[src/sv/tun_div_cell.sv]
// One quotient bit of restoring division, three lanes sharing the root.
module tun_div_cell #(
    parameter int RW  = 35,
    parameter int QW  = 15,
    parameter int SDW = 4
) (
    input  logic                aclk,
    input  logic                aresetn,
    input  logic                en,
    input  logic                in_valid,
    input  logic [RW-1:0]       in_root,
    input  logic [2:0][RW-1:0]  in_rem,
    input  logic [2:0][QW-1:0]  in_q,
    input  logic [SDW-1:0]      in_side,
    output logic                out_valid,
    output logic [RW-1:0]       out_root,
    output logic [2:0][RW-1:0]  out_rem,
    output logic [2:0][QW-1:0]  out_q,
    output logic [SDW-1:0]      out_side
);

    logic [RW:0]          t    [3];
    logic [2:0]           ge;
    logic                 valid_reg;
    logic [RW-1:0]        root_reg;
    logic [2:0][RW-1:0]   rem_reg;
    logic [2:0][QW-1:0]   q_reg;
    logic [SDW-1:0]       side_reg;

    // remainder stays below the root, so doubling fits RW+1 bits
    always_comb begin
        for (int i = 0; i < 3; i++) begin
            t[i]  = {in_rem[i], 1'b0};
            ge[i] = (t[i] >= {1'b0, in_root});
        end
    end

    always_ff @(posedge aclk) begin
        if (!aresetn) begin
            valid_reg <= 1'b0;
        end else if (en) begin
            valid_reg <= in_valid;
        end
    end

    always_ff @(posedge aclk) begin
        if (en) begin
            for (int i = 0; i < 3; i++) begin
                rem_reg[i] <= ge[i] ? RW'(t[i] - {1'b0, in_root}) : RW'(t[i]);
                q_reg[i]   <= {in_q[i][QW-2:0], ge[i]};
            end
            root_reg <= in_root;
            side_reg <= in_side;
        end
    end

    assign out_valid = valid_reg;
    assign out_root  = root_reg;
    assign out_rem   = rem_reg;
    assign out_q     = q_reg;
    assign out_side  = side_reg;

endmodule

[config.mk]
export PLATFORM = sky130hd
export DESIGN_NAME = tun_div_cell
export DESIGN_NICKNAME = d
export VERILOG_FILES = /design/src/sv/tun_div_cell.sv
export SDC_FILE = /design/constraint.sdc
export NUM_CORES = 1
export LEC_CHECK = 0
export ABC_AREA = 1
export BUFFER_PORTS_ARGS = -buffer_cell sky130_fd_sc_hd__buf_2
export CAP_MARGIN = 20
export CORE_MARGIN = 1.5
export CORE_UTILIZATION = 60
export CTS_BUF_LIST = sky130_fd_sc_hd__clkbuf_4 sky130_fd_sc_hd__clkbuf_8
export DETAILED_ROUTE_END_ITERATION = 8
export GPL_TIMING_DRIVEN = 0
export PLACE_DENSITY = 0.89
export SYNTH_ARGS = -nofsm -noshare
export SYNTH_HDL_FRONTEND = slang
export SYNTH_SLANG_ARGS = --single-unit
[constraint.sdc]
create_clock -name aclk -period 3.4 [get_ports aclk]
set_input_delay 0.51 -clock aclk [delete_from_list [all_inputs] [get_ports aclk]]
set_output_delay 0.51 -clock aclk [all_outputs]
set_load 0.1 [all_outputs]
; ---- Yosys cells after proc, flatten, opt, wreduce, memory -nomap -nowiden
; Cells that the tools add are included.
[totals]
register_bits = 190
out_inout_bits = 190
elab_cells = 21
[classes]
add_sub_neg = 3
order_cmp = 3
mux = 3
[op_table]
columns = cell, n
row1 = 36-bit by 35-bit >= comparator with 1-bit output, 3
row2 = 35-bit 2-to-1 mux, 3
row3 = 35-bit subtractor, 3

; ---- Depth between registers and ports, before layout
; Gate-level depths: netlist of the first run.
[logic_depth]
depth_word = 2
ltp_mapped = 16
ltp_nobuf = 16

; ---- Worst setup path after synthesis of the first run
; No wires, ideal clock.
[synth_path]
path_kind = input -> register
start = input port in_root[0]
end = register rem_reg (netlist bit out_rem[31]) (data pin)
setup_time_ps = 253
t_arrival_ps = 2058
setup_slack_ps = 1089
path_stages = 13
n_path_buf = 1
path_cell_list = inv_2 > fa_1 > nand3_1 > nand3_2 > nand3_1 > nand3b_2 > nand2_1 > nand2_2 > nand2_2 > nand2_4 > buf_4 > nand3_1 > nand2_1
[synth_between]
elab_chain_len = 2
elab_cells_between_ends = 3
classes_between = 1 x add/sub / 1 x order compare / 1 x mux
[synth_lines]
columns = element, line_no
row1 = from (decl), 11  ; input logic [RW-1:0] in_root,
row2 = 35-bit subtractor or 36-bit by 35-bit >= comparator with 1-bit output (tied branches), "49, 34"
row3 = 35-bit 2-to-1 mux *, 49  ; rem_reg[i] <= ge[i] ? RW'(t[i] - {1'b0, in_root}) : RW'(t[i]);
row4 = "to (signal, indexed assignment)", 49
row5 = to (decl), 26  ; logic [2:0][RW-1:0] rem_reg;
; Mark *: on every way between the ends. The rest lies on a longest branch, timed or not.
; A chain may end at the register's enable or synchronous reset.

; ---- Final worst setup path of the first run
[layout_path]
start = input port in_root[11]
end = register rem_reg (netlist bit out_rem[90]) (data pin)
; The elaborated chain is that of the path after synthesis.

==> results of run 1 <==
## flip-flops by register name, summed over array words and instances, names as in the netlist
name / cells
out_q: 45
out_valid: 1
out_root: 35
out_rem: 105
out_side: 4
## final timing paths
check                   start     endpoint  depth (start not counted)
setup / recovery  in_root[11]  out_rem[90]                         11
hold / removal     in_side[3]  out_side[3]                          1
setup reg to reg    out_valid    out_valid                          2
hold reg to reg     out_valid    out_valid                          2
## Yosys cell counts (13+ instances only)
master / n
nand4_1: 22
nand3_1: 100
nor2_2: 14
nor3_1: 17
inv_2: 13
ha_1: 105
nand2_1: 846
nand3b_1: 19
edfxtp_1: 189
o21ai_0: 50
o21bai_1: 14
nor2_1: 162
inv_1: 344
nand3_2: 13
a21oi_1: 80
xor2_1: 50
nand2_2: 17
## through the flow
step	hold slack (ps)	total power (uW)	utilization	TNS, ps
global placement	515	7230	0.710	-79450
CTS	168	8910	0.730	0
global route	159	9300	0.730	0
detailed placement	557	7300	0.712	0
floorplan	603	6390	-	0
finish	183	8980	0.730	0
## metal layers
layer / global-route usage / up-vias / wire length, um
met1: 0.477 / 7174 / 18900
met3: 0.0539 / 196 / 4930
met5: 0 / - / 7
met4: 0.208 / 2 / 2890
li1: - / 7492 / -
met2: 0.700 / 942 / 25400
## cell usage in the layout, fill, tap and decap left out, types with 3 or more instances in the layout
cell type	instances
clkinv_8	6
nand4_1	22
nor2_2	14
xnor2_1	4
nand2_1	846
a21oi_2	3
o21bai_1	14
inv_12	3
and2_1	4
edfxtp_1	189
xor2_1	50
nand2_2	17
clkbuf_8	17
nor2_4	4
inv_2	13
diode_2	4
a21oi_1	80
nor3_1	17
nand3_2	13
nand3_1	100
buf_6	6
o21ai_0	50
inv_1	344
fa_1	3
nor2_1	162
buf_4	6
ha_1	105
nor4_1	6
buf_2	383
nand3b_1	19
## cell type report
| type | instances | area, um^2 |
|---|---|---|
| multi-input cells | 1544 | 7840 |
| clock buffers | 17 | 234 |
| diodes | 4 | 10.0 |
| well taps | 324 | 405 |
| plain buffers | 21 | 180 |
| inverters | 360 | 1360 |
| clock inverters | 15 | 204 |
| flip-flops and latches | 190 | 5700 |
| repair buffers | 380 | 1930 |
| fillers | 2025 | 6610 |
## power by group through the flow
stage | sequential [uW] | combinational [uW] | clock (uW)
finish | 3020 | 4300 | 1660
global route | 3040 | 4540 | 1720
CTS | 3020 | 4250 | 1650
detailed placement | 3070 | 4240 | 0
global placement | 3060 | 4170 | 0
floorplan | 5050 | 1340 | 0
## kinds of logic (layout without fill, tap and decap cells)
group,after synthesis,in the layout,share of synthesized area
fa+ha+maj,108,108,0.0912
flops,190,190,0.378
other cells,0,4,0
simple gates,1232,1232,0.344
buf+inv,381,793,0.102
compound gates,150,150,0.0538
xor+xnor,54,54,0.0314
==> impl_metrics.json, run 1 <==
{
  "maxCapViolCount": 0,
  "port_buffers": 379,
  "antenna_left": 0,
  "critPathRequiredTime_ps": 3630,
  "detail_route.wirelength_mm": 52.1,
  "die_w_um": 161,
  "grt_max_degree": 100,
  "clockBufferDepth": 2,
  "crit_chain": "buf_2 -> inv_1 -> ha_1 -> nand2_1 -> nor2_2 -> nand2_1 -> nor2_1 -> nand3_2 -> nand4_4 -> buf_2 -> o21ai_0",
  "syn-num-nets": 2416,
  "clk_latency_ps": 490,
  "final_nets": 2815,
  "finClkSkew_ps": 0,
  "cts_root_buf": "clkbuf_8",
  "worstMarginPinSlew_ps": 735,
  "finalWorstSetupSlack_ps": 740,
  "area_growth_pct": 18.5,
  "cts-resized-gates": 0,
  "cts.clk_slew.worst_paths_ps": 130,
  "grt_pass1_vias": 15200,
  "hold_class": "input pin to flop",
  "r2r_slack_ps": 2710,
  "cts_hold_buf": 0,
  "seq_power_share": 0.336,
  "die_area_um2": 26100,
  "dr.pass1.iters": 7,
  "switching_share": 0.513,
  "slew_headroom": 0.510,
  "drive_gt1_frac": 0.200,
  "clockPowerShare": 0.185,
  "cts_made_buffers": 17,
  "fp.coreArea_um2": 24500,
  "status": "finished, final reports clean",
  "wl_per_cell_um": 18.3,
  "p_switching_uw": 4610,
  "slowest_stage": "ha_1",
  "cts_htree_levels": 4,
  "drc": 0,
  "grtUsageTotal": 0.399,
  "hold_violations": 0,
  "grt_pass1_wl_mm": 79.1,
  "rsz0062_at_grt": "no",
  "ys_async_sr_fraction": 0,
  "clkSinkCount": 190,
  "viasPerCell": 5.54,
  "synthFlopType": "edfxtp_1",
  "io_pins": 383,
  "yosysTopAreaCell": "edfxtp_1",
  "place_hpwl_mm": 43.2,
  "cp_num_buf_inv": 3,
  "min_period_ps": 2660,
  "overflow": 0,
  "ir_drop_uv": 422,
  "vias": 15800,
  "dieHeight_um": 161,
  "stdcell_count": 2855,
  "postPlaceCellArea_um2": 17400,
  "synth.top_cells.by_area": "edfxtp_1 (38%), nand2_1 (21%), ha_1 (8.7%)",
  "initial_core_util": 0.616,
  "cts_tree": "built",
  "synth_top_area_frac": 0.377,
  "path_class": "input pin to flop",
  "yosys_warnings": 0,
  "fmax_mhz": 376,
  "routabilityCongestion": 1.01,
  "rows": 57,
  "startpoint_type": "input pin",
  "crit_arrival_ps": 2890,
  "ys_ff_latch": 190,
  "setup_viol": 0,
  "stdcell_area_um2": 17900,
  "p_comb_frac": 0.479,
  "cp_slowest_stage_delay_ps": 420,
  "cts_setup_buffers": 0,
  "critical-path-top-delay-family": "simple AND/OR/NAND/NOR gates",
  "fin_crit_sh": 0.782,
  "netlist_area_um2": 15100,
  "ys_seq_area_frac": 0.378,
  "slew_violations": 0,
  "p_per_area_nw_per_um2": 503,
  "leakagePower_uw": 0.00969,
  "worstSetupEndpointType": "flop",
  "syn_inst": 2115,
  "pre_cts_slack_ps": 379,
  "synth_edf_count": 189,
  "dp_cells": 2819,
  "dr.first_iter.drc_count": 1448,
  "antenna_found_initial": 5,
  "intPower_uw": 4370,
  "cp_max_fo": 10,
  "synth_cell_types": 42,
  "avgSynthCellArea_um2": 7.12
}
Note: power is estimated with default switching activity, not from simulation.
==> run 2, diff against run 1 <==
Settings changed: CORE_UTILIZATION 60 to 56, PLACE_DENSITY 0.89 to 0.84.
Clock period 3.4 ns to 2.6 ns, I/O delays scaled along.
==> run 2 against run 1 <==
Effect of this change: via count fell by 2.3%; sequential power rose by 30%; final cell count rose by 0.32%; sequential cell count did not move; worst hold slack got worse by 130 ps; largest cell class unchanged.
==> impl_metrics.json, run 2 (synthesized netlist as in run 1, its figures left out) <==
{
  "status": "finished, final reports clean",
  "clockBufferDepth": 2,
  "die_area_um2": 27900,
  "fp.coreArea_um2": 26200,
  "overflow": 0,
  "cts_made_buffers": 17,
  "port_buffers": 379,
  "io_pins": 383,
  "stdcell_area_um2": 17900,
  "hold_class": "input pin to flop",
  "regArea_um2": 5700,
  "leakagePower_uw": 0.00969,
  "final_util": 0.682,
  "die_w_um": 167,
  "grt_pass1_wl_mm": 78.4,
  "routabilityCongestion": 0.988,
  "grtUsageTotal": 0.368,
  "intPower_uw": 5720,
  "wl_per_cell_um": 18.2,
  "vias": 15400,
  "largest_reg_flops": 105,
  "worstMarginPinSlew_ps": 778,
  "startpoint_type": "input pin",
  "ir_drop_uv": 386,
  "drc": 0,
  "clockPowerShare": 0.188,
  "rows": 59,
  "critPathRequiredTime_ps": 2830,
  "p_per_area_nw_per_um2": 658,
  "p_switching_uw": 6040,
  "clk_latency_ps": 480,
  "hold_violations": 0,
  "detail_route.wirelength_mm": 52.1,
  "cts-resized-gates": 0,
  "mostFrequentLayoutCells": "nand2_1 (846), buf_2 (383), inv_1 (344), edfxtp_1 (189), nor2_1 (162)",
  "min_period_ps": 2470,
  "viasPerCell": 5.39,
  "cts_htree_levels": 4,
  "grt_max_degree": 98,
  "maxCapViolCount": 0,
  "cp_slowest_stage_delay_ps": 400,
  "fin_crit_sh": 0.950,
  "slowest_stage": "ha_1",
  "crit_arrival_ps": 2700,
  "place_hpwl_mm": 43.4,
  "clkSinkCount": 190,
  "cts_hold_buf": 0,
  "fin_tns_setup_ps": 0,
  "grt_pass1_vias": 14900,
  "path_class": "input pin to flop",
  "area_growth_pct": 18.6,
  "antenna_found_initial": 5,
  "dr.first_iter.drc_count": 1233,
  "drive_gt1_frac": 0.200,
  "initial_core_util": 0.575,
  "cp_max_fo": 10,
  "worstSetupEndpointType": "flop",
  "cts.clk_slew.worst_paths_ps": 140,
  "cts_tree": "built",
  "cts_setup_buffers": 0,
  "dr.pass1.iters": 6,
  "slew_headroom": 0.481,
  "hold_ws_ps": 55.4,
  "multi_input_area_um2": 7840,
  "cts_root_buf": "clkbuf_8",
  "seq_power_share": 0.335,
  "dieHeight_um": 167,
  "slew_violations": 0,
  "setup_viol": 0,
  "final_nets": 2815,
  "p_comb_frac": 0.477,
  "rsz0062_at_grt": "no",
  "crit_chain": "buf_2 -> inv_1 -> ha_1 -> nand2_1 -> nor2_2 -> nand2_1 -> nor2_1 -> nand3_2 -> nand4_4 -> buf_2 -> o21ai_0",
  "fmax_mhz": 405,
  "layout_commonest_cell": "nand2_1",
  "postPlaceCellArea_um2": 17400,
  "switching_share": 0.514,
  "fillCellCount": 2311,
  "finClkSkew_ps": 0,
  "antenna_left": 0
}
[run 2: cell count changes in the layout (fill, tap and decap cells not counted), sizes merged]
| cell | previous run | this run |
|---|---|---|
| diode | 4 | 2 |
| inv | 366 | 368 |
| clkinv | 9 | 7 |
[run 2: worst paths after layout]
kind	start	to	slack, ps	cells past startpoint
worst max register to register	out_valid	out_valid	1930	2
worst min register to register	out_valid	out_valid	560	2
worst min-delay path	in_q[3]	out_q[4]	60	1
worst max-delay path	in_root[13]	out_rem[87]	130	11
[run 2: routing by layer]
| layer | global-route usage | routed length [um] | part of all wire | vias up |
|---|---|---|---|---|
| met5 | 0 | 29 | 0.00056 | - |
| met4 | 0.161 | 2290 | 0.044 | 6 |
| met3 | 0.0549 | 3840 | 0.074 | 142 |
| met2 | 0.667 | 26000 | 0.50 | 751 |
| met1 | 0.431 | 20000 | 0.38 | 7043 |
| li1 | - | - | - | 7493 |
[run 2: critical path, delay by kind of cell]
family                   cells  cell delay [ps]
buffers and inverters        3              600
AND/OR/NAND/NOR              6             1140
AO/OA/AOI/OAI                1              160
adder cells (fa/ha/maj)      1              400
[run 2: power by group through the flow]
stage                     Combinational [uW]  Sequential (uW)  Clock [uW]
after floorplan                         1750             6610           0
after global placement                  5480             4010           0
after detailed placement                5550             4010           0
after CTS                               5560             3940        2220
after global routing                    5920             3970        2320
final                                   5610             3940        2210
[run 2: metrics by stage]
stage / total power [uW] / instances / setup WS, ps
detailed placement: 9560 / 2830 / -336
CTS: 11700 / 2862 / 193
global route: 12200 / 2863 / 60.2
finish: 11800 / 2864 / 131
floorplan: 8360 / 2115 / 409
global placement: 9490 / 2829 / -1200
[run 2: area by class of cell]
cell class,count,share of cell area
flip-flops and latches,190,0.319
repair buffers,380,0.108
clock buffers,17,0.0131
diodes,2,0.000280
inverters,360,0.0759
well taps,335,0.0235
clock inverters,15,0.0114
plain buffers,21,0.0101
multi-input cells,1544,0.439
==> run 3, diff against run 2 <==
Settings changed: ABC_AREA 1 to unset, CORE_UTILIZATION 56 to 54, PLACE_DENSITY 0.84 to 0.83.
==> run 3 against run 2 <==
Effect of this change: the run now ends with setup timing left; sequential cell count is the same; non-clock buffer count up 67; clock skew stayed put; worst setup slack got worse by 680 ps; critical endpoint is now out_rem[75]; largest cell class unchanged.
==> impl_metrics.json, run 3 <==
{
  "dr.pass1.iters": 5,
  "viasPerCell": 5.83,
  "stdcell_area_um2": 16900,
  "r2r_end": "out_valid",
  "switching_share": 0.482,
  "hold_violations": 0,
  "cts.clk_slew.worst_paths_ps": 130,
  "intPower_uw": 6170,
  "worstMarginPinSlew_ps": 763,
  "grtUsageTotal": 0.314,
  "p_per_area_nw_per_um2": 704,
  "seq_power_share": 0.332,
  "largest_reg_flops": 105,
  "yosysTopAreaCell": "edfxtp_1",
  "area_growth_pct": 32.1,
  "cts_htree_levels": 4,
  "synth_common_cells": "edfxtp_1 (189), ha_1 (105), a21oi_1 (103), nand2_1 (97), o21ai_0 (74)",
  "cts_made_buffers": 17,
  "synth_cell_types": 74,
  "leakagePower_uw": 0.00746,
  "crit_arrival_ps": 3400,
  "dieHeight_um": 157,
  "antenna_found_initial": 5,
  "drc": 0,
  "drive_gt1_frac": 0.392,
  "finClkSkew_ps": 0,
  "die_area_um2": 24600,
  "r2r-start": "out_valid",
  "min-delay-start": "in_q[17]",
  "p_comb_frac": 0.492,
  "startpoint": "in_root[14]",
  "startpoint_type": "input pin",
  "ir_drop_uv": 416,
  "fin_crit_sh": 1.21,
  "r2r_slack_ps": 2000,
  "grt_max_degree": 98,
  "critPathRequiredTime_ps": 2850,
  "hold_class": "input pin to flop",
  "postPlaceCellArea_um2": 15300,
  "stdcell_count": 1975,
  "grt_pass1_wl_mm": 58.7,
  "port_buffers": 379,
  "ys_seq_area_frac": 0.445,
  "dr.first_iter.drc_count": 572,
  "wl_per_cell_um": 20.5,
  "final_nets": 1940,
  "clk_latency_ps": 470,
  "clockBufferDepth": 2,
  "worstRegToRegCells": 2,
  "routabilityCongestion": 0.908,
  "mostFrequentLayoutCells": "buf_2 (375), edfxtp_1 (189), a21oi_1 (98), nand2_1 (93), ha_1 (89)",
  "setup_viol": 108,
  "io_pins": 383,
  "syn_inst": 1185,
  "cts_root_buf": "clkbuf_8",
  "overflow": 0,
  "path_class": "input pin to flop",
  "clkSinkCount": 190,
  "ys_ff_latch": 190,
  "cp_max_fo": 6,
  "vias": 11500,
  "syn-num-nets": 1486,
  "dp_cells": 1884,
  "slew_violations": 0,
  "cts_tree": "built",
  "fp.coreArea_um2": 23300,
  "synthFlopType": "edfxtp_1",
  "fmax_mhz": 317,
  "layout_commonest_cell": "buf_2",
  "synth.top_cells.by_area": "edfxtp_1 (44%), ha_1 (10%), a21oi_1 (4.0%)",
  "slew_headroom": 0.487,
  "maxCapViolCount": 0,
  "antenna_left": 0,
  "rows": 56,
  "yosysMostFrequentCell": "edfxtp_1",
  "detail_route.wirelength_mm": 40.5,
  "synth_top_area_frac": 0.443,
  "netlist_area_um2": 12800,
  "initial_core_util": 0.549,
  "clockPowerShare": 0.175,
  "status": "finished with violations",
  "p_switching_uw": 5740,
  "die_w_um": 157,
  "avgSynthCellArea_um2": 10.8,
  "worstSetupEndpointType": "flop",
  "grt_pass1_vias": 11000,
  "min_period_ps": 3150,
  "place_hpwl_mm": 30.6,
  "rsz0062_at_grt": "yes",
  "cts_hold_buf": 0,
  "synth_edf_count": 189,
  "pre_cts_slack_ps": -1810,
  "ys_async_sr_fraction": 0,
  "finalWorstSetupSlack_ps": -550,
  "cp-endpoint": "out_rem[75]",
  "violations": "setup timing",
  "yosys_warnings": 0
}
==> run 3: changes by cell type after synthesis, moves of 43 or more <==
cell     previous run  this run
nand2_1           846        97
inv_1             344        63
nor2_1            162        47
nand3_1           100        22
xnor2_1             4        54
a21o_1              0        46
mux2_2              0        43
==> run 3: power groups by stage <==
stage	registers, uW	clock network, uW	logic (uW)
3_3_place_gp	4030	0	5340
3_5_place_dp	4030	0	5410
4_1_cts	3960	2100	5640
2_1_floorplan	6740	0	1650
6_report	3960	2090	5860
5_1_grt	3990	2180	6120
==> run 3: layout make-up <==
class / count / area [um^2]
diodes: 4 / 10.0
well taps: 319 / 399
clock buffers: 18 / 241
plain buffers: 24 / 292
inverters: 63 / 255
flip-flops and latches: 190 / 5700
clock inverters: 14 / 163
multi-input cells: 899 / 7240
repair buffers: 444 / 2620
fillers: 1711 / 6420
==> run 3: worst min path at each step <==
stage / to / slack (ps) / cells after the start
after floorplan: out_q[10] / 490 / 0
after global placement: out_valid / 500 / 2
after detailed placement: out_valid / 500 / 2
after CTS: out_q[37] / 50 / 1
after global routing: out_q[37] / 50 / 1
final: out_q[18] / 70 / 1
==> run 3: per-stage QoR <==
| step | TNS, ps | power, uW | hold slack (ps) | utilization |
|---|---|---|---|---|
| 2_1_floorplan | -59730 | 8390 | 489 | - |
| 3_3_place_gp | -397150 | 9370 | 497 | 0.652 |
| 3_5_place_dp | -163080 | 9430 | 504 | 0.654 |
| 4_1_cts | -48580 | 11700 | 49.0 | 0.702 |
| 5_1_grt | -56680 | 12300 | 45.9 | 0.724 |
| 6_report | -47100 | 11900 | 65.5 | 0.725 |
==> run 3: kinds of logic (layout without fill, tap and decap cells) <==
kind of cell               Yosys count  count (layout)  synth area share
xor gates and xnor gates            88              88            0.0602
other                                0               4                 0
buffers and inverters               96             563            0.0308
and+or+nand+nor                    272             272             0.104
DFF                                190             190             0.445
muxes                               75              75            0.0713
adders and majority gates          108             108             0.107
AOI/OAI and AO/OA                  356             356             0.182
==> run 3: routing by layer <==
layer,share of wire,GRT usage,routed length (um),vias to the layer above
met5,0.00077,0,31,-
met4,0.039,0.133,1570,4
met3,0.074,0.0584,3000,94
met2,0.50,0.557,20200,510
met1,0.39,0.374,15700,5497
li1,-,-,-,5412
==> run 3: repair_timing <==
item,in CTS,in global routing
gates cloned,1,4
hold endpoints to repair,0,0
gates resized for setup,85,79
setup buffers,38,23
pin swaps,18,26
setup endpoints to repair,108,108
==> run 3: worst max-delay path, cell delays in order <==
cell and delay (ps):
buf_2 140, inv_1 140, ha_1 400, and3_1 220, and4_1 290, a31oi_1 270
o21ai_0 150, a21o_1 200, a31o_2 230, a211oi_4 230, buf_6 170, buf_12 130
buf_8 130, mux2_4 310
