File: src/sv/tun_sqrt_cell.sv
// One root bit of the digit-by-digit integer square root.
module tun_sqrt_cell #(
    parameter int RW  = 35,
    parameter int SW  = 2 * RW,
    parameter int SDW = 8
) (
    input  logic           aclk,
    input  logic           aresetn,
    input  logic           en,
    input  logic           in_valid,
    input  logic [RW-1:0]  in_root,
    input  logic [RW+2:0]  in_rem,
    input  logic [SW-1:0]  in_s,
    input  logic [SDW-1:0] in_side,
    output logic           out_valid,
    output logic [RW-1:0]  out_root,
    output logic [RW+2:0]  out_rem,
    output logic [SW-1:0]  out_s,
    output logic [SDW-1:0] out_side
);

    localparam int REMW = RW + 3;

    logic [REMW-1:0] cur;
    logic [REMW-1:0] trial;
    logic            ge;
    logic            valid_reg;
    logic [RW-1:0]   root_reg;
    logic [REMW-1:0] rem_reg;
    logic [SW-1:0]   s_reg;
    logic [SDW-1:0]  side_reg;

    // bring down two radicand bits, try root*4+1
    always_comb begin
        cur   = {in_rem[REMW-3:0], in_s[SW-1:SW-2]};
        trial = REMW'({in_root, 2'b01});
        ge    = (cur >= trial);
    end

    always_ff @(posedge aclk) begin
        if (!aresetn) begin
            valid_reg <= 1'b0;
        end else if (en) begin
            valid_reg <= in_valid;
        end
    end

    always_ff @(posedge aclk) begin
        if (en) begin
            root_reg <= {in_root[RW-2:0], ge};
            rem_reg  <= ge ? (cur - trial) : cur;
            s_reg    <= in_s << 2;
            side_reg <= in_side;
        end
    end

    assign out_valid = valid_reg;
    assign out_root  = root_reg;
    assign out_rem   = rem_reg;
    assign out_s     = s_reg;
    assign out_side  = side_reg;

endmodule

File: config.mk
export PLATFORM = sky130hd
export DESIGN_NAME = tun_sqrt_cell
export DESIGN_NICKNAME = d
export VERILOG_FILES = /design/src/sv/tun_sqrt_cell.sv
export SDC_FILE = /design/constraint.sdc
export NUM_CORES = 1
export LEC_CHECK = 0
export ABC_AREA = 1
export ABC_CLOCK_PERIOD_IN_PS = 4250
export BUFFER_PORTS_ARGS = -buffer_cell sky130_fd_sc_hd__buf_2
export CAP_MARGIN = 0
export CORE_ASPECT_RATIO = 1.4
export CORE_MARGIN = 1.5
export CORE_UTILIZATION = 40
export CTS_CLUSTER_SIZE = 25
export DETAILED_ROUTE_END_ITERATION = 8
export HOLD_SLACK_MARGIN = 0.15
export PLACE_DENSITY_LB_ADDON = 0.2
export SYNTH_ARGS = -nofsm -noshare
export SYNTH_HDL_FRONTEND = slang
export SYNTH_SLANG_ARGS = --single-unit
export TNS_END_PERCENT = 10
File: constraint.sdc
create_clock -name aclk -period 4.25 [get_ports aclk]
set_input_delay 0.2125 -clock aclk [delete_from_list [all_inputs] [get_ports aclk]]
set_output_delay 0.2125 -clock aclk [all_outputs]
set_load 0.01 [all_outputs]
=== After elaboration in Yosys (flattened, before gate mapping) ===
Cells that the tools add are included.
Widths: inputs -> output; s select.

* $add $sub $neg: 1
* Multipliers: 0
* Divide/modulo/power cells: 0
* Order comparisons: 1
* Eq/ne operators: 0
* Shift-type cells: 0
* Multiplexer cells: 1
* Bitwise logic cells: 0
* Reduce and logical (&&, ||, !) cells: 0

{| class="wikitable"
|+ Operator list
! kind !! count
|-
| $ge 38x37->1 || 1
|-
| $mux 38 || 1
|-
| $sub 38x37->38 || 1
|}

* Register bits after elaboration: 150
* Bits in latches: 0
* Memory bits (writable): 0
* Memory bits (read-only): 0
* Input bits: 155
* Output and inout port bits: 152
* Word-level logic and storage cells: 8
* Memories: 0

=== Depth between registers and ports, before layout ===
Gate-level depths: netlist of run 1.

* Word-level depth: 2
* Depth in mapped cells: 16
* Depth with buffers taken out: 15

=== Worst setup path after synthesis of run 1 ===
OpenSTA, ideal clock, no wires.

* Kind: input -> register
* Start: in in_root[9]
* End: reg rem_reg[10] (netlist: out_rem[10]) (data pin)
* Library setup time: 0.252 ns
* Arrival time: 1.616 ns
* Data required time: 3.998 ns
* Setup slack: 2.382 ns
* Stages: 14
* Buffers on the path: 1
* Cell sequence: inv_1 > ha_1 > nand2_1 > nor2_1 > nand2_1 > nor2_1 > nand2_1 > nand3_2 > nand3_2 > nand2_4 > inv_2 > buf_2 > nand2_1 > nand2_1

* Longest elaborated chain between the ends: 2

{| class="wikitable"
|+ RTL lines
! what !! line !! source
|-
| from (decl) || 11 || <nowiki>input logic [RW-1:0] in_root,</nowiki>
|-
| $ge 38x37->1 || 37 || <nowiki>ge = (cur >= trial);</nowiki>
|-
| $mux 38 || 51 || <nowiki>rem_reg <= ge ? (cur - trial) : cur;</nowiki>
|-
| to (signal assigned) || 51 ||
|-
| to (decl) || 29 || <nowiki>logic [REMW-1:0] rem_reg;</nowiki>
|}

No other way between the ends.
A chain may end at the register's enable or synchronous reset.

=== Final worst setup path of run 1 ===
* Start: in in_root[18]
* End: reg rem_reg[35] (netlist: out_rem[35]) (data pin)

* Longest elaborated chain between the ends: 2
* Elaborated cells on any way between the ends: 3
* Classes of those cells: add/sub (1); order compare (1); mux (1)

{| class="wikitable"
|+ RTL lines
! what !! line
|-
| $sub 38x37->38 / $ge 38x37->1 (equally long branches) || 51, 37
|-
| $mux 38 * || 51
|}

Every way passes the cells marked *; elsewhere a longest branch is shown, timed or not.

==> impl_metrics.tcl, run 1 <==
set metrics [dict create \
    cts.path.max_buffers 2 \
    p_leak_nw 5.94 \
    hold_ws_ns 0.290 \
    final.min_clock_period_ns 3.16 \
    grt_pass1_wl_um 37900 \
    io_buffers 302 \
    cp_max_fo 40 \
    viasPerCell 4.55 \
    grt_pass1_vias 7347 \
    worstPathRequired_ns 4.54 \
    hpwl_um 19300 \
    ir_drop_uv 226 \
    io_pins 307 \
    ys.flop_type "edfxtp_1" \
    max_freq_mhz 316 \
    die_w_um 123 \
    cts_buffers 17 \
    grt_overflow 0 \
    path_clk_slew_ns 0.06 \
    critPathArrivalTime_ns 3.46 \
    clkLatencyLatePin_ns 0.43 \
    avgSynthCellArea_um2 8.78 \
    crit_path_start_kind "input pin" \
    wl_um 25800 \
    grt_usage_pct 24.6 \
    synth_edf_count 149 \
    critPathCaptureType "flip-flop" \
    yosys_warnings 0 \
    tns_ns 0 \
    yosysSeqAreaShare_pct 56.0 \
    clkSinkCount 150 \
    antenna_left 0 \
    synthDistinctLibCells 29 \
    p_per_area_mw_per_mm2 353 \
    power_mw 4.17 \
    first_pass_iters 4 \
    grt_max_degree 100 \
    fin_worst_skew_ns 0 \
    crit_type "input pin to flip-flop" \
    nets 1570 \
    fp.dieH_um 171 \
    drive_gt1_share_pct 24.5 \
    setup_viol 0 \
    dieArea_mm2 0.0209 \
    antenna_found_initial 2 \
    synthArstFlopShare_pct 0 \
    core-area_mm2 0.0198 \
    finalHoldViolCount 0 \
    syn_inst 914 \
    rows 61 \
    avgRoutedWirePerCell_um 15.7 \
    first_iter_violations 315 \
    drv_slew 0 \
    place_congestion 0.903 \
    finalCritPeriodShare_pct 74.4 \
    status "finished clean" \
    relSlewSlack_pct 40.6 \
    remaining_drc_errors 0 \
    hold_class "input pin to flip-flop" \
    cts_tree "built" \
    htreeDepth 4 \
    vias 7481 \
    synthToLayoutAreaGrowth_pct 47.5 \
    rsz0062_at_grt "false" \
    initial_core_util_pct 40.6 \
    syn_area_mm2 0.00802 \
    maxCapViolations 0 \
    cts_root_buffer "clkbuf_16" \
    worst_pin_slew_ns 0.890 \
    synth-seq-cells 150 \
]
## placed cells by master, fill, tap and decap left out, drive strengths merged
master,n
nor4,1
nor3,6
edfxtp,149
nand4,5
a31oi,1
o211ai,1
nor2,79
nand3b,9
o21bai,2
buf,304
o21ai,10
xnor2,2
nand2,356
a21oi,28
nand3,41
dlygate4sd3,149
conb,2
clkinvlp,3
clkinv,6
clkbuf,20
bufinv,1
xor2,17
dfxtp,1
inv,161
diode,2
ha,37
## per-stage QoR
step,utilization (%),cell area [µm²],setup WS (ns),std cells
after floorplan,-,8030,2.38,915
after global placement,49.6,9800,1.15,1462
after detailed placement,49.6,9800,1.15,1462
after CTS,59.8,11800,1.03,1643
after global routing,59.9,11800,0.765,1645
final,59.9,11800,1.09,1645
## cell usage after synthesis (2+ instances only)
master    count  area, µm²
buf_2         2       10.0
xnor2_1       2       17.5
nand3_1      39        195
nand3_2       2       20.0
edfxtp_1    149       4470
a21oi_1      27        135
xor2_1       17        149
nor3_1        6       30.0
nand4_1       5       31.3
nor2_1       76        285
buf_4         5       37.5
o21ai_0      10       50.1
nand3b_1      9       67.6
nor2_2        3       18.8
o21bai_1      2       15.0
ha_1         37        463
inv_1       158        593
nand2_1     354       1330
## report_power, final
group	total (mW)	internal, mW	switching, mW
logic	0.943	0.393	0.550
clock network	1.39	0.801	0.592
registers	1.84	1.80	0.0352
total	4.17	3.00	1.18
## per-layer routing
layer  up-vias  part of all wire [%]  global-route usage (%)
met5         -                     0                       0
met1      3348                    35                    24.1
li1       3837                     -                       -
met3        45                   6.0                    5.57
met2       251                    55                    47.6
met4         0                   3.8                    11.6
## path summary, 6_finish.rpt
path,startpoint,endpoint,slack [ns],cells after the start
hold reg to reg,out_valid$_SDFFE_PN0P_,out_valid$_SDFFE_PN0P_,1.09,3
setup reg to reg,out_valid$_SDFFE_PN0P_,out_valid$_SDFFE_PN0P_,3.03,3
setup / recovery,in_root[18],out_rem[35]$_DFFE_PP_,1.09,15
hold / removal,in_s[69],out_rem[1]$_DFFE_PP_,0.29,3
## sequential cells by signal, indices dropped and copies added, names as in the netlist
name       count
out_s         68
out_side       8
out_root      35
out_rem       38
out_valid      1
## critical path, cell delays in order
cell	delay (ns)
dlygate4sd3_1	0.52
buf_2	0.12
inv_1	0.05
ha_1	0.35
nand2_1	0.17
inv_1	0.05
nand2_1	0.06
nand2_1	0.08
a21oi_1	0.32
nand3_2	0.23
nand3_2	0.13
nand2_4	0.28
inv_2	0.63
nand2_1	0.12
nand2_1	0.09
## cell families (layout without fill, tap and decap cells)
group                      count (synthesis)  count (layout)  share of synthesized area [%]
AOI/OAI and AO/OA                         42              42                           2.78
xor gates and xnor gates                  19              19                           2.07
adders and majority gates                 37              37                           5.77
buffers and inverters                    168             644                           8.36
DFF                                      150             150                           56.0
other                                      1               4                         0.0467
and+or+nand+nor                          497             497                           24.9
## area by class of cell
type                            instances  area (µm²)
Antenna cell                            2        5.00
Timing Repair Buffer                  453        3020
Tap cell                              252         315
Multi-Input combinational cell        597        2860
Clock buffer                           20         437
Sequential cell                       150        4490
Inverter                              159         597
Fill cell                            1748        7930
Clock inverter                         12         103
## what timing repair did
item / CTS / global route
endpoints found under the hold margin: 148 / 0
hold buffers: 149 / 0
setup buffers: 0 / 0
gates resized for setup: 0 / 0
No activity file was read; power rests on OpenSTA's default activity.
==> run 2: changes to the inputs <==
Settings changed: ABC_AREA 1 to 0, ABC_CLOCK_PERIOD_IN_PS 4250 to 3200.
Clock period 4.25 ns to 3.2 ns, I/O delays scaled along.
==> run 2 against run 1 <==
Against the previous run: wire length decreased by 14%; die area decreased by 7.5%; combinational power increased by 48%; non-clock buffer count increased by 38; power increased by 41%; first-iteration DRC count decreased by 4.4%; critical path depth unchanged; cell area decreased by 2.6%; area after synthesis decreased by 7.7%; hold slack got worse by 0.046 ns; global-route usage decreased by 1.5 points; cell count decreased by 22%; critical path type unchanged.
==> impl_metrics.tcl, run 2 <==
set metrics [dict create \
    cts_buffers 17 \
    cp_max_fo 10 \
    antenna_left 0 \
    grt_overflow 0 \
    grt_pass1_wl_um 33900 \
    synth_most_common_cell "edfxtp_1" \
    place_inst 1096 \
    syn_inst 540 \
    yosys_warnings 0 \
    maxCapViolations 0 \
    yosysSeqAreaShare_pct 60.7 \
    fp.dieH_um 164 \
    cts.path.max_buffers 2 \
    hpwl_um 16100 \
    hold_class "input pin to flip-flop" \
    crit_path_start_kind "input pin" \
    finalHoldViolCount 0 \
    p_leak_nw 5.22 \
    avgRoutedWirePerCell_um 17.2 \
    drive_gt1_share_pct 40.8 \
    clkLatencyLatePin_ns 0.42 \
    cts_tree "built" \
    p_per_area_mw_per_mm2 509 \
    io_buffers 302 \
    crit_type "input pin to flip-flop" \
    rsz0062_at_grt "false" \
    placed_area_mm2 0.00933 \
    antenna_found_initial 1 \
    ys_top_cells_by_area "edfxtp_1 (60%), ha_1 (6.3%), mux2_4 (5.7%), xnor2_1 (2.8%), inv_1 (2.6%)" \
    synthArstFlopShare_pct 0 \
    cp_cell_sequence "dlygate4sd3_1 > buf_2 > inv_1 > ha_1 > and2b_1 > o211ai_1 > a311oi_2 > nor4_2 > o21a_2 > o21ba_4 > o211ai_4 > nand2_4 > clkinv_8 > buf_12 > mux2_4" \
    nets 1224 \
    grt_pass1_vias 6323 \
    hp-start "en" \
    htreeDepth 4 \
    synthToLayoutAreaGrowth_pct 55.6 \
    final.min_clock_period_ns 3.06 \
    largest_reg_flops 68 \
    rows 58 \
    slowest_delay_ns 0.53 \
    max_freq_mhz 327 \
    rrSetupSlack_ns 2.05 \
    final_cell_mix "buf_2 (301), dlygate4sd3_1 (150), edfxtp_1 (149)" \
    worst_pin_slew_ns 0.670 \
    grt_usage_pct 23.1 \
    syn_area_mm2 0.00741 \
    remaining_drc_errors 0 \
    finalInstanceArea_mm2 0.0115 \
    core-area_mm2 0.0181 \
    seqCellArea_mm2 0.00449 \
    place_congestion 0.846 \
    worstPathRequired_ns 3.38 \
    tns_ns 0 \
    io_pins 307 \
    viasPerCell 4.80 \
    yosysTopAreaCell "edfxtp_1" \
    fill_cells 1412 \
    synth_edf_count 149 \
    clkSinkCount 150 \
    avgSynthCellArea_um2 13.7 \
    min_delay_worst_endpoint "out_rem[33]$_DFFE_PP_" \
    drv_slew 0 \
    wl_um 22100 \
    die_w_um 118 \
    r2r_start "out_valid$_SDFFE_PN0P_" \
    path_clk_slew_ns 0.07 \
    cts_root_buffer "clkbuf_16" \
    holdPathStages 1 \
    multiInputGateArea_mm2 0.00257 \
    dieArea_mm2 0.0194 \
    synthDistinctLibCells 58 \
    final_common_cell "buf_2" \
    initial_core_util_pct 41.0 \
    vias 6173 \
    ff2ff_path_depth 3 \
    synth_top_area_share_pct 60.4 \
    netlist_top_cells_count "edfxtp_1 (149), inv_1 (51), a21oi_1 (37), ha_1 (37), nand2_1 (29)" \
    relSlewSlack_pct 55.3 \
    first_pass_iters 4 \
    critPathSlowestCell "dlygate4sd3_1" \
    synth-seq-cells 150 \
    instances_no_fill 1286 \
    fin_worst_skew_ns 0 \
    critPathCaptureType "flip-flop" \
    status "finished clean" \
    ys.flop_type "edfxtp_1" \
    rr_endpoint "out_valid$_SDFFE_PN0P_" \
    critPathArrivalTime_ns 3.24 \
    setup_viol 0 \
    ir_drop_uv 330 \
    finalCritPeriodShare_pct 95.6 \
    first_iter_violations 301 \
    grt_max_degree 70 \
]
-- run 2: cell count changes after synthesis, sizes merged, moves of 9 or more --
| cell | delta |
|---|---|
| a21oi | +9 |
| nand2 | -324 |
| nand3 | -37 |
| inv | -107 |
| xnor2 | +22 |
| a21o | +20 |
| nor2 | -59 |
| nand3b | -9 |
| mux2 | +33 |
-- run 2: cell families (layout without fill, tap and decap cells) --
family | Yosys count | count (layout) | share of synthesized area [%]
flops | 150 | 150 | 60.7
compound gates | 120 | 120 | 10.9
simple gates | 90 | 90 | 5.96
buf+inv | 71 | 575 | 5.19
fa+ha+maj | 37 | 37 | 6.25
mux | 36 | 36 | 6.84
xor+xnor | 35 | 35 | 4.14
other cells | 1 | 3 | 0.0506
-- run 2: worst max path at each step --
stage,startpoint,to,slack [ns],depth (start not counted)
after floorplan,in_root[21],out_rem[10]$_DFFE_PP_,0.51,14
after global placement,in_root[5],out_rem[36]$_DFFE_PP_,0.08,12
after detailed placement,in_root[5],out_rem[17]$_DFFE_PP_,0.08,14
after CTS,in_root[0],out_rem[36]$_DFFE_PP_,0.01,13
after global routing,in_root[0],out_rem[7]$_DFFE_PP_,0.007,15
final,in_root[0],out_rem[7]$_DFFE_PP_,0.14,15
-- run 2: timing repair --
item | CTS | global route
hold endpoints to repair | 149 | 0
gates resized for setup | 0 | 10
buffers inserted | 0 | 7
endpoints found under the setup margin | 0 | 37
hold buffers | 150 | 0
-- run 2: area by class of cell --
| cell class | count | share of cell area, % |
|---|---|---|
| repair buffers | 491 | 29.2 |
| clock buffers | 18 | 3.72 |
| clock inverters | 14 | 1.39 |
| inverters | 52 | 1.80 |
| multi-input cells | 320 | 22.3 |
| well taps | 240 | 2.60 |
| flip-flops and latches | 150 | 39.0 |
| diodes | 1 | 0.0217 |
-- run 2: through the flow --
step	setup WS [ns]	power, mW	hold slack, ns	utilization [%]
finish	0.142	5.87	0.244	63.8
global route	0.00707	6.12	0.269	63.8
CTS	0.0145	5.90	0.249	63.2
detailed placement	0.0848	3.70	0.338	51.6
global placement	0.0826	3.69	0.337	51.6
floorplan	0.505	3.21	0.259	-
-- run 2: layer usage --
layer	global-route usage, %	wire length [µm]	part of all wire, %	vias up
met5	0	0	0	-
met4	8.92	556	2.5	0
met3	9.76	2120	9.6	29
met2	40.6	11400	51	246
met1	24.8	8080	36	2904
li1	-	-	-	2994
-- run 2: worst max-delay path: cells and delay by family --
| kind | cells | cell delay, ns |
|---|---|---|
| AOI/OAI and AO/OA | 5 | 1.15 |
| muxes | 1 | 0.30 |
| buffers and inverters | 5 | 0.94 |
| and+or+nand+nor | 3 | 0.34 |
| adders and majority gates | 1 | 0.33 |
-- run 2: report_power, final --
part,internal (mW),total [mW],switching (mW)
Combinational,0.717,1.40,0.678
Sequential,2.40,2.45,0.0477
Clock,1.11,2.03,0.917
==> run 3: changes to the inputs <==
Settings changed: CORE_ASPECT_RATIO 1.4 to default, CTS_CLUSTER_DIAMETER from default to 200, GPL_ROUTABILITY_DRIVEN from default to 0.
==> run 3 against run 2 <==
Against the previous run: utilization is 0.47 points lower; critical endpoint is now out_rem[30]$_DFFE_PP_; cell area is 0.64% lower; sequential share of layout area is 0.25 points higher; highest routed layer unchanged; largest power group unchanged; combinational power hardly changed; wire length is 0.84% lower; critical path depth is 1 lower; flip-flop and latch count stayed put; hold slack worse by 0.056 ns; worst setup slack better by 0.0080 ns; the run now ends with DRC left; global-route usage is 0.58 points lower; power is 1.5% lower.
==> impl_metrics.tcl, run 3 (synthesized netlist as in run 2, its figures left out) <==
set metrics [dict create \
    path_clk_slew_ns 0.07 \
    hold_class "input pin to flip-flop" \
    final_cell_mix "buf_2 (301), dlygate4sd3_1 (150), edfxtp_1 (149)" \
    path_buf_inv 4 \
    fp.dieH_um 139 \
    placed_area_mm2 0.00927 \
    antennaDiodeCount 0 \
    fill_cells 1423 \
    use_met3_pct 6.28 \
    first_iter_violations 280 \
    multiInputGateArea_mm2 0.00258 \
    rrSetupSlack_ns 1.99 \
    avgRoutedWirePerCell_um 17.3 \
    switching_share_pct 28.5 \
    first_pass_iters 7 \
    cp_top_family "compound AO/OA/AOI/OAI gates" \
    nets 1219 \
    layout_setup_ws_ns 0.150 \
    holdPathStages 1 \
    finalHoldViolCount 0 \
    drv_slew 0 \
    p_per_area_mw_per_mm2 505 \
    finalCritPeriodShare_pct 95.3 \
    critPathCaptureType "flip-flop" \
    vias 6117 \
    antenna_left 0 \
    maxCapViolations 0 \
    largest_reg_flops 68 \
    instances_no_fill 1269 \
    wl_um 21900 \
    ir_drop_uv 365 \
    place_inst 1080 \
    cts_buffers 17 \
    cts.path.max_buffers 2 \
    grt_max_degree 59 \
    setup_viol 0 \
    fin_worst_skew_ns 0 \
    grt-busiest-layer "met2" \
    critPathSlowestCell "dlygate4sd3_1" \
    grt_pass1_wl_um 33700 \
    relSlewSlack_pct 63.1 \
    p_leak_nw 5.17 \
    power_mw 5.79 \
    p_sw_mw 1.65 \
    status "finished with violations" \
    drive_gt1_share_pct 40.6 \
    ff2ff_path_depth 3 \
    slowest_delay_ns 0.52 \
    htreeDepth 4 \
    crit_type "input pin to flip-flop" \
    rr_endpoint "out_valid$_SDFFE_PN0P_" \
    initial_core_util_pct 41.0 \
    cp_cell_sequence "dlygate4sd3_1 > buf_2 > ha_1 > and2b_1 > o211ai_1 > a311oi_2 > nor4_2 > o21a_2 > o21ba_4 > o211ai_4 > nand2_4 > clkinv_8 > buf_16 > mux2_4" \
    cts_tree "built" \
    failed_checks "DRC" \
    critPathArrivalTime_ns 3.23 \
    viasPerCell 4.82 \
    seqCellArea_mm2 0.00449 \
    p_int_mw 4.14 \
    grt.met2_usage_pct 39.1 \
    worst_pin_slew_ns 0.548 \
    final_common_cell "buf_2" \
    clkSinkCount 150 \
    grt_usage_pct 22.6 \
    synthToLayoutAreaGrowth_pct 54.6 \
    clkLatencyLatePin_ns 0.42 \
    antenna_found_initial 0 \
    crit_path_start_kind "input pin" \
    die_w_um 139 \
    hp-start "en" \
    cp_max_fo 13 \
    dieArea_mm2 0.0193 \
    io_buffers 302 \
    hpwl_um 15100 \
    core-area_mm2 0.0181 \
    finalInstanceArea_mm2 0.0115 \
    io_pins 307 \
    pwr-share-seq_pct 42.2 \
    use_met1_pct 26.7 \
    max_freq_mhz 328 \
    final.min_clock_period_ns 3.05 \
    grt_pass1_vias 6255 \
    worstPathRequired_ns 3.38 \
    dp_slack_ns 0.0318 \
    hold_ws_ns 0.188 \
    p_clk_share_pct 33.8 \
    p_comb_share_pct 23.9 \
    remaining_drc_errors 25 \
    r2r_start "out_valid$_SDFFE_PN0P_" \
    grt_overflow 0 \
    cts_root_buffer "clkbuf_16" \
    rows 49 \
    min_delay_worst_endpoint "out_root[0]$_DFFE_PP_" \
]
==> run 3: how the worst max path moves through the flow <==
| stage | from | end | cells past startpoint |
|---|---|---|---|
| 2_1_floorplan | in_root[21] | out_rem[10]$_DFFE_PP_ | 14 |
| 3_3_place_gp | in_s[68] | out_rem[31]$_DFFE_PP_ | 14 |
| 3_5_place_dp | in_s[68] | out_rem[30]$_DFFE_PP_ | 14 |
| 4_1_cts | in_root[18] | out_rem[30]$_DFFE_PP_ | 15 |
| 5_1_grt | in_rem[0] | out_rem[35]$_DFFE_PP_ | 14 |
| 6_report | in_rem[0] | out_rem[30]$_DFFE_PP_ | 14 |
==> run 3: repair_timing <==
| action | in CTS | in global routing |
|---|---|---|
| endpoints found under the setup margin | 0 | 36 |
| resized for setup | 0 | 13 |
| buffers inserted | 0 | 7 |
| hold buffers | 150 | 0 |
| hold endpoints to repair | 149 | 0 |
==> run 3: power groups by stage <==
stage	clock [mW]	combinational, mW	sequential (mW)
finish	1.96	1.38	2.44
CTS	2.00	1.35	2.44
floorplan	0	0.601	2.61
global placement	0	1.19	2.48
detailed placement	0	1.20	2.48
global route	2.06	1.50	2.46
==> run 3: cell type report <==
class / instances / share of cell area [%]
Sequential cell: 150 / 39.2
Timing Repair Buffer: 486 / 29.0
Multi-Input combinational cell: 320 / 22.5
Clock buffer: 18 / 3.75
Tap cell: 229 / 2.50
Inverter: 52 / 1.81
Clock inverter: 14 / 1.21
==> run 3: through the flow <==
step	utilization (%)	setup TNS, ns
2_1_floorplan	-	0
3_3_place_gp	51.3	0
3_5_place_dp	51.3	0
4_1_cts	62.7	0
5_1_grt	63.3	-0.00344
6_report	63.3	0
==> run 3: layer usage <==
layer	vias up	part of all wire, %
li1	2984	-
met1	2879	41
met2	228	50
met3	26	7.0
met4	0	2.3
met5	-	0
